<file path="src/hdl/midi_command_line_parser_core_macros.svh">
// Assertion macros shared by the command line parser RTL.
`ifndef MIDI_COMMAND_LINE_PARSER_CORE_MACROS_SVH
`define MIDI_COMMAND_LINE_PARSER_CORE_MACROS_SVH

// The consequent must hold in the same cycle as the antecedent.
`define MCLP_ASSERT_SAME(lbl, ante, cons, msg) \
    lbl: assert property (@(posedge clk) disable iff (!rst_n) (ante) |-> (cons)) \
        else $error(msg);

// The consequent must hold in the cycle after the antecedent.
`define MCLP_ASSERT_NEXT(lbl, ante, cons, msg) \
    lbl: assert property (@(posedge clk) disable iff (!rst_n) (ante) |=> (cons)) \
        else $error(msg);

`endif

</file>
<file path="src/hdl/mclp_pkg.sv">
// Package with character codes and helper functions for the command line parser.
package mclp_pkg;

    localparam logic [7:0] CHAR_SPACE = 8'h20;
    localparam logic [7:0] CHAR_TAB = 8'h09;
    localparam logic [7:0] CHAR_CR = 8'h0D;
    localparam logic [7:0] CHAR_COLON = 8'h3A;
    localparam logic [7:0] CHAR_COMMA = 8'h2C;
    localparam logic [7:0] CHAR_PLUS = 8'h2B;
    localparam logic [7:0] CHAR_MINUS = 8'h2D;
    localparam logic [7:0] CHAR_ZERO = 8'h30;
    localparam logic [7:0] CHAR_NINE = 8'h39;
    localparam logic [7:0] CHAR_UP_M = 8'h4D;
    localparam logic [7:0] CHAR_LO_M = 8'h6D;
    localparam logic [7:0] CHAR_UP_T = 8'h54;
    localparam logic [7:0] CHAR_LO_T = 8'h74;
    localparam logic [7:0] CHAR_UP_N = 8'h4E;
    localparam logic [7:0] CHAR_LO_N = 8'h6E;
    localparam logic [7:0] CHAR_UP_P = 8'h50;
    localparam logic [7:0] CHAR_LO_P = 8'h70;
    localparam logic [7:0] CHAR_UP_R = 8'h52;
    localparam logic [7:0] CHAR_LO_R = 8'h72;

    localparam logic [7:0] DEFAULT_VELOCITY = 8'd127;
    localparam logic [7:0] DEFAULT_CHANNEL = 8'd0;

    function automatic logic is_ws(input logic [7:0] c);
        return (c == CHAR_SPACE) || ((c >= CHAR_TAB) && (c <= CHAR_CR));
    endfunction

    function automatic logic is_digit(input logic [7:0] c);
        return (c >= CHAR_ZERO) && (c <= CHAR_NINE);
    endfunction

    // Multiplies the running value by ten and adds one digit, modulo 256.
    function automatic logic [7:0] add_digit(input logic [7:0] sum, input logic [7:0] c);
        return {sum[4:0], 3'b000} + {sum[6:0], 1'b0} + {4'b0000, c[3:0]};
    endfunction

    function automatic logic [7:0] negate(input logic [7:0] v);
        return 8'd0 - v;
    endfunction

endpackage

</file>
<file path="src/hdl/midi_command_line_parser_core.sv">
// Command line parser: turns a byte stream of note commands into one decoded result per line.
//
// The input channel (in_valid, in_stall, text_byte, line_end) carries one character per
// transaction; line_end marks the last character of a line. The output channel (out_valid,
// out_stall, key flags, note, velocity, channel) carries one transaction per line.
// An accepted byte is held in an input register; from there the per-character decode runs
// and, for the last byte, loads the result register. A result thus passes through the input
// register and then the result register, with the single decode stage between the two.
// Throughput is one byte per cycle while in_stall is low, set by that decode stage.
// While a result waits under out_stall, bytes that do not end a line keep flowing; only a
// second line end holds the input register, which raises in_stall until the result is taken.
// Reset clears the line state and both valid flags, so the first byte after reset starts a
// new line.
`include "midi_command_line_parser_core_macros.svh"

module midi_command_line_parser_core (
    input  logic       clk,
    input  logic       rst_n,
    input  logic       in_valid,
    output logic       in_stall,
    input  logic [7:0] text_byte,
    input  logic       line_end,
    output logic       out_valid,
    input  logic       out_stall,
    output logic       is_midi,
    output logic       is_transit,
    output logic       is_numpad,
    output logic       press,
    output logic       release_res,
    output logic [7:0] note,
    output logic [7:0] velocity,
    output logic [7:0] channel
);

    typedef enum logic [1:0] {
        PH_LEAD,
        PH_KEY,
        PH_VALUE
    } line_phase_t;

    typedef enum logic [1:0] {
        NUM_WS,
        NUM_DIGITS,
        NUM_DONE
    } number_phase_t;

    logic          s1_valid_reg;
    logic [7:0]    s1_byte_reg;
    logic          s1_last_reg;

    line_phase_t   line_phase_reg, line_phase_next;
    logic [1:0]    key_count_reg, key_count_next;
    logic [7:0]    key_first_reg, key_first_next;
    logic [7:0]    key_second_reg, key_second_next;
    logic [1:0]    comma_count_reg, comma_count_next;
    number_phase_t number_phase_reg, number_phase_next;
    logic          number_negative_reg, number_negative_next;
    logic [7:0]    note_sum_reg, note_sum_next;
    logic [7:0]    velocity_sum_reg, velocity_sum_next;
    logic [7:0]    channel_sum_reg, channel_sum_next;

    logic          out_valid_reg;
    logic          is_midi_reg, is_midi_next;
    logic          is_transit_reg, is_transit_next;
    logic          is_numpad_reg, is_numpad_next;
    logic          press_reg, press_next;
    logic          release_reg, release_next;
    logic [7:0]    note_reg, note_next;
    logic [7:0]    velocity_reg, velocity_next;
    logic [7:0]    channel_reg, channel_next;

    logic          advance;
    logic          in_accept;
    logic          out_take;

    assign out_take  = out_valid_reg && !out_stall;
    assign advance   = s1_valid_reg && (!s1_last_reg || !out_valid_reg || !out_stall);
    assign in_stall  = s1_valid_reg && !advance;
    assign in_accept = in_valid && !in_stall;

    always_comb
    begin
        line_phase_t   lp;
        number_phase_t np;
        logic [7:0]    c;
        logic [7:0]    cur;
        logic [7:0]    upd;
        logic [7:0]    fin;
        logic          has1;
        logic          has2;
        logic          pr;
        logic          rl;

        c  = s1_byte_reg;
        np = number_phase_reg;

        line_phase_next      = line_phase_reg;
        key_count_next       = key_count_reg;
        key_first_next       = key_first_reg;
        key_second_next      = key_second_reg;
        comma_count_next     = comma_count_reg;
        number_phase_next    = number_phase_reg;
        number_negative_next = number_negative_reg;
        note_sum_next        = note_sum_reg;
        velocity_sum_next    = velocity_sum_reg;
        channel_sum_next     = channel_sum_reg;

        case (comma_count_reg)
            2'd0:    cur = note_sum_reg;
            2'd1:    cur = velocity_sum_reg;
            default: cur = channel_sum_reg;
        endcase
        upd = cur;

        lp = line_phase_reg;
        if ((lp == PH_LEAD) && (c != mclp_pkg::CHAR_SPACE))
        begin
            lp = PH_KEY;
        end
        line_phase_next = lp;

        if (lp == PH_KEY)
        begin
            if (c == mclp_pkg::CHAR_COLON)
            begin
                line_phase_next = PH_VALUE;
            end
            else if (key_count_reg == 2'd0)
            begin
                key_first_next = c;
                key_count_next = 2'd1;
            end
            else if (key_count_reg == 2'd1)
            begin
                key_second_next = c;
                key_count_next  = 2'd2;
            end
        end
        else if (lp == PH_VALUE)
        begin
            if (c == mclp_pkg::CHAR_COMMA)
            begin
                upd                  = number_negative_reg ? mclp_pkg::negate(cur) : cur;
                number_phase_next    = NUM_WS;
                number_negative_next = 1'b0;
            end
            else
            begin
                if (np == NUM_WS)
                begin
                    if (mclp_pkg::is_ws(c))
                    begin
                        np = NUM_WS;
                    end
                    else if ((c == mclp_pkg::CHAR_PLUS) || (c == mclp_pkg::CHAR_MINUS))
                    begin
                        number_negative_next = (c == mclp_pkg::CHAR_MINUS);
                        number_phase_next    = NUM_DIGITS;
                    end
                    else
                    begin
                        np                = NUM_DIGITS;
                        number_phase_next = NUM_DIGITS;
                        if (mclp_pkg::is_digit(c))
                        begin
                            upd = mclp_pkg::add_digit(cur, c);
                        end
                        else
                        begin
                            number_phase_next = NUM_DONE;
                        end
                    end
                end
                else if (np == NUM_DIGITS)
                begin
                    if (mclp_pkg::is_digit(c))
                    begin
                        upd = mclp_pkg::add_digit(cur, c);
                    end
                    else
                    begin
                        number_phase_next = NUM_DONE;
                    end
                end
            end

            case (comma_count_reg)
                2'd0:    note_sum_next = upd;
                2'd1:    velocity_sum_next = upd;
                default: channel_sum_next = upd;
            endcase

            if (c == mclp_pkg::CHAR_COMMA)
            begin
                if (comma_count_reg < 2'd2)
                begin
                    comma_count_next = comma_count_reg + 2'd1;
                end
                else
                begin
                    channel_sum_next = 8'd0;
                end
            end
        end

        // The last byte closes the open field and builds the result.
        case (comma_count_next)
            2'd0:    fin = note_sum_next;
            2'd1:    fin = velocity_sum_next;
            default: fin = channel_sum_next;
        endcase
        if (number_negative_next)
        begin
            fin = mclp_pkg::negate(fin);
        end

        has1 = (key_count_next != 2'd0);
        has2 = (key_count_next == 2'd2);
        is_midi_next = has1 && ((key_first_next == mclp_pkg::CHAR_UP_M) ||
                                (key_first_next == mclp_pkg::CHAR_LO_M));
        is_transit_next = has1 && ((key_first_next == mclp_pkg::CHAR_UP_T) ||
                                   (key_first_next == mclp_pkg::CHAR_LO_T));
        is_numpad_next = has2 &&
            (((key_first_next == mclp_pkg::CHAR_UP_N) &&
              (key_second_next == mclp_pkg::CHAR_UP_P)) ||
             ((key_first_next == mclp_pkg::CHAR_LO_N) &&
              (key_second_next == mclp_pkg::CHAR_LO_P)));
        pr = has2 && ((key_second_next == mclp_pkg::CHAR_UP_P) ||
                      (key_second_next == mclp_pkg::CHAR_LO_P));
        rl = has2 && ((key_second_next == mclp_pkg::CHAR_UP_R) ||
                      (key_second_next == mclp_pkg::CHAR_LO_R));
        press_next   = pr || !rl;
        release_next = rl || !pr;

        note_next     = (comma_count_next == 2'd0) ? fin : note_sum_next;
        velocity_next = (comma_count_next == 2'd0) ? mclp_pkg::DEFAULT_VELOCITY :
                        (comma_count_next == 2'd1) ? fin : velocity_sum_next;
        channel_next  = (comma_count_next == 2'd2) ? fin : mclp_pkg::DEFAULT_CHANNEL;
    end

    always_ff @(posedge clk or negedge rst_n)
    begin
        if (!rst_n)
        begin
            s1_valid_reg        <= 1'b0;
            s1_byte_reg         <= 8'd0;
            s1_last_reg         <= 1'b0;
            line_phase_reg      <= PH_LEAD;
            key_count_reg       <= 2'd0;
            key_first_reg       <= 8'd0;
            key_second_reg      <= 8'd0;
            comma_count_reg     <= 2'd0;
            number_phase_reg    <= NUM_WS;
            number_negative_reg <= 1'b0;
            note_sum_reg        <= 8'd0;
            velocity_sum_reg    <= 8'd0;
            channel_sum_reg     <= 8'd0;
            out_valid_reg       <= 1'b0;
            is_midi_reg         <= 1'b0;
            is_transit_reg      <= 1'b0;
            is_numpad_reg       <= 1'b0;
            press_reg           <= 1'b0;
            release_reg         <= 1'b0;
            note_reg            <= 8'd0;
            velocity_reg        <= 8'd0;
            channel_reg         <= 8'd0;
        end
        else
        begin
            if (in_accept)
            begin
                s1_valid_reg <= 1'b1;
                s1_byte_reg  <= text_byte;
                s1_last_reg  <= line_end;
            end
            else if (advance)
            begin
                s1_valid_reg <= 1'b0;
            end

            if (advance && s1_last_reg)
            begin
                line_phase_reg      <= PH_LEAD;
                key_count_reg       <= 2'd0;
                key_first_reg       <= 8'd0;
                key_second_reg      <= 8'd0;
                comma_count_reg     <= 2'd0;
                number_phase_reg    <= NUM_WS;
                number_negative_reg <= 1'b0;
                note_sum_reg        <= 8'd0;
                velocity_sum_reg    <= 8'd0;
                channel_sum_reg     <= 8'd0;
                out_valid_reg       <= 1'b1;
                is_midi_reg         <= is_midi_next;
                is_transit_reg      <= is_transit_next;
                is_numpad_reg       <= is_numpad_next;
                press_reg           <= press_next;
                release_reg         <= release_next;
                note_reg            <= note_next;
                velocity_reg        <= velocity_next;
                channel_reg         <= channel_next;
            end
            else
            begin
                if (advance)
                begin
                    line_phase_reg      <= line_phase_next;
                    key_count_reg       <= key_count_next;
                    key_first_reg       <= key_first_next;
                    key_second_reg      <= key_second_next;
                    comma_count_reg     <= comma_count_next;
                    number_phase_reg    <= number_phase_next;
                    number_negative_reg <= number_negative_next;
                    note_sum_reg        <= note_sum_next;
                    velocity_sum_reg    <= velocity_sum_next;
                    channel_sum_reg     <= channel_sum_next;
                end
                if (out_take)
                begin
                    out_valid_reg <= 1'b0;
                end
            end
        end
    end

    assign out_valid   = out_valid_reg;
    assign is_midi     = is_midi_reg;
    assign is_transit  = is_transit_reg;
    assign is_numpad   = is_numpad_reg;
    assign press       = press_reg;
    assign release_res = release_reg;
    assign note        = note_reg;
    assign velocity    = velocity_reg;
    assign channel     = channel_reg;

    `MCLP_ASSERT_NEXT(a_line_restart, advance && s1_last_reg,
        (line_phase_reg == PH_LEAD) && (key_count_reg == 2'd0) &&
        (comma_count_reg == 2'd0) && out_valid_reg,
        "Line state not cleared after a line end.")
    `MCLP_ASSERT_SAME(a_stall_cause, in_stall,
        s1_valid_reg && s1_last_reg && out_valid_reg && out_stall,
        "Input stalled without a blocked line end.")
    `MCLP_ASSERT_SAME(a_result_flags, out_valid_reg,
        (press_reg || release_reg) && !(is_numpad_reg && (is_midi_reg || is_transit_reg)),
        "Inconsistent key flags in the result.")

endmodule

</file>
<file path="config.mk">
export PLATFORM = sky130hd
export DESIGN_NAME = midi_command_line_parser_core
export DESIGN_NICKNAME = d
export VERILOG_FILES = /design/src/hdl/mclp_pkg.sv /design/src/hdl/midi_command_line_parser_core.sv
export VERILOG_INCLUDE_DIRS = /design/src /design/src/hdl
export SDC_FILE = /design/constraint.sdc
export NUM_CORES = 1
export LEC_CHECK = 0
export BUFFER_PORTS_ARGS = -buffer_cell sky130_fd_sc_hd__buf_2
export CAP_MARGIN = 20
export CORE_AREA = 2 2 129 100
export DETAILED_ROUTE_END_ITERATION = 16
export DIE_AREA = 0 0 131 102
export PLACE_DENSITY_LB_ADDON = 0.3
export SYNTH_ARGS = -nofsm -noshare
export SYNTH_HDL_FRONTEND = slang
export SYNTH_SLANG_ARGS = --single-unit
</file>
<file path="constraint.sdc">
create_clock -name clk -period 5.1 [get_ports clk]
set_clock_uncertainty 0.05 [all_clocks]
set_input_delay 0.765 -clock clk [delete_from_list [all_inputs] [get_ports clk]]
set_output_delay 0.765 -clock clk [all_outputs]
set_load 0.1 [all_outputs]
</file>
==> flow_metrics.env <==
export IMPL_grt_pass1_wl_um=28900
export IMPL_n_fill_cell=1077
export IMPL_gr_usage_all_layers_pct=28.23
export IMPL_die_area_um2=13360
export IMPL_synth_cells=622
export IMPL_utilization_pct=53.63
export IMPL_max_slew_margin_pct=27.20
export IMPL_p_per_area_nw_per_um2=319.0
export IMPL_ctsLongestPathBuffers=2
export IMPL_cts_root_buffer_cell="clkbuf_16"
export IMPL_port_buffers=43
export IMPL_drt_initial_drc_count=584
export IMPL_ys_flop_type="dfrtp_1"
export IMPL_routabilityCongestion=0.9766
export IMPL_nNetsFinal=694
export IMPL_clock_latency_ns=0.34
export IMPL_cts_setup_buffers=0
export IMPL_die_height_um=102
export IMPL_layout_drive_gt1_share_pct=17.66
export IMPL_leakage_nw=2.869
export IMPL_avgSynthCellArea_um2=9.167
export IMPL_drc=0
export IMPL_cts_buffers=9
export IMPL_path_clk_slew_ns=0.08
export IMPL_crit_arrival_ns=4.95
export IMPL_grt_max_degree=58
export IMPL_ir_drop_mv=0.2153
export IMPL_slowest_stage="a221oi_2"
export IMPL_setup_viol=0
export IMPL_min_period_ns=4.808
export IMPL_cts_sinks=89
export IMPL_ctsHoldBuffers=0
export IMPL_drtPass1Iterations=5
export IMPL_cpPeakStageDelay_ns=0.49
export IMPL_h_tree_depth=3
export IMPL_critPathLaunchType="flop"
export IMPL_synth_common_cells="dfrtp_1 (89), nand2_1 (76), o21ai_0 (47)"
export IMPL_path_cells="inv_1, ha_1, buf_4, a22oi_2, nand2_2, ha_1, ha_1, fa_1, xnor2_1, nor4_1, a31oi_1, o211ai_1, mux2i_2, a221oi_2, nor2_1, a31oi_1, xor2_1, a31oi_1"
export IMPL_vias=5394
export IMPL_yosysTopAreaCellShare_pct=39.06
export IMPL_maxCapViolations=0
export IMPL_end_kind="flop"
export IMPL_synth_nets=653
export IMPL_grt_overflow=0
export IMPL_status="completed"
export IMPL_grt_pass1_vias=5180
export IMPL_area_delta_synth_final_pct=13.28
export IMPL_final_max_slew_viol_count=0
export IMPL_synth_seq_cells=89
export IMPL_path_max_fanout=13
export IMPL_min_period_over_period_pct=94.28
export IMPL_via_per_inst=6.468
export IMPL_synthTopCellsByArea="dfrtp_1 (39%), nand2_1 (5.0%), a22o_1 (4.8%), o21ai_0 (4.1%), ha_1 (3.7%)"
export IMPL_wl_per_cell_um=21.39
export IMPL_synth_edf_count=0
export IMPL_yosys_warnings=0
export IMPL_synth_most_common_cell="dfrtp_1"
export IMPL_min_path_type="in -> async"
export IMPL_r2r_start="comma_count_reg[0]$_DFFE_PN0N_"
export IMPL_ant_nets=0
export IMPL_cp_data_required_time_ns=5.24
export IMPL_synth_top_area_cell="dfrtp_1"
export IMPL_tightest_slew_ns=1.078
export IMPL_cts_tree="built"
export IMPL_synthArstFlopShare_pct=100.0
export IMPL_path_class="reg -> reg"
export IMPL_rows=35
export IMPL_n_antenna_cell=0
export IMPL_start_util_pct=47.35
export IMPL_rsz0062_at_grt="no"
export IMPL_grt_antenna_before_repair=0
export IMPL_fmax_mhz=208.0
export IMPL_crit_start="comma_count_reg[0]$_DFFE_PN0N_"
export IMPL_fin_setup_tns_ns=0
export IMPL_finalPower_mw=2.060
export IMPL_synthesis_area_um2=5702
export IMPL_die_w_um=131
export IMPL_cts_resized_gates=0
export IMPL_coreArea_um2=12040
export IMPL_hold_violations=0
export IMPL_routed_wl_um=17840
export IMPL_seq_area_frac_synth_pct=39.06
export IMPL_synth_cell_types=75
export IMPL_place_hpwl_um=13290
export IMPL_io_pins=44
## cell families (layout without fill, tap and decap cells)
logic type	Yosys count	after routing	share of synthesized area (%)
multiplexers	26	26	4.959
adder cells (fa/ha/maj)	18	18	4.082
AND/OR/NAND/NOR	196	196	17.86
AO/OA/AOI/OAI	224	224	27.52
buffers and inverters	53	99	4.060
flip-flops	89	89	39.06
XOR/XNOR	16	16	2.458
## cells in the final DEF (no fill, tap or decap), types with 6 or more instances in the layout
cell,instances
nand3b_1,6
nor2_1,33
nand2_1,75
a31oi_1,13
nand4_1,7
mux2i_1,11
dfrtp_1,89
o22ai_1,8
o21ai_0,47
o21ai_1,7
a21oi_1,32
a22o_1,31
xnor2_1,13
clkbuf_16,9
o31ai_1,10
o211ai_1,10
o41ai_1,6
nand3_1,16
nor3_1,9
inv_1,18
buf_2,43
mux2_2,11
o311ai_0,6
buf_4,21
a21o_1,10
ha_1,16
## through the flow
stage	setup slack, ns	cells	hold WS [ns]	cell area (um^2)
finish	0.2920	834	0.3098	6459
global route	0.06585	834	0.3413	6459
CTS	0.2144	833	0.3255	6432
detailed placement	0.2642	817	0.4027	6117
global placement	0.4992	817	0.4002	6117
floorplan	0.6965	622	0.3996	5702
## metal layers
metal  global-route usage, %  up-vias  routed length, um
met2                   40.37      245               7612
met5                       0        -                  0
met3                   8.063       22               1750
met4                   6.383        0                232
li1                        -     2435                  -
met1                   42.38     2692               8243
## worst max-delay path: cells and delay by family (launching register included)
family | cells | cell delay, ns
AOI/OAI and AO/OA | 6 | 1.45
adders and majority gates | 4 | 1.28
xor gates and xnor gates | 2 | 0.47
and+or+nand+nor | 3 | 0.45
DFF | 1 | 0.41
buffers and inverters | 2 | 0.36
muxes | 1 | 0.19
## final cells by class
type / instances / area, um^2 / share of cell area (%)
flip-flops and latches: 89 / 2227 / 34.48
clock buffers: 11 / 252.7 / 3.913
repair buffers: 64 / 372.9 / 5.773
well taps: 166 / 207.7 / 3.216
inverters: 19 / 71.32 / 1.104
clock inverters: 5 / 62.56 / 0.9686
multi-input cells: 480 / 3264 / 50.54
## final timing paths
check | endpoint | slack, ns | cells after the start
worst max register to register | velocity[6]$_DFFE_PN0P_ | 0.29 | 18
worst min register to register | velocity[4]$_DFFE_PN0P_ | 0.42 | 2
min in group clk | velocity[4]$_DFFE_PN0P_ | 0.42 | 2
max in group asynchronous | is_transit$_DFFE_PN0P_ | 3.61 | 2
worst min-delay path | s1_byte_reg[3]$_DFFE_PN0P_ | 0.31 | 1
worst max-delay path | velocity[6]$_DFFE_PN0P_ | 0.29 | 18
## power by group
| part | internal (mW) | switching, mW |
|---|---|---|
| registers | 0.778 | 0.0857 |
| clock network | 0.410 | 0.296 |
| logic | 0.151 | 0.341 |
(Power assumes the default switching activity.)
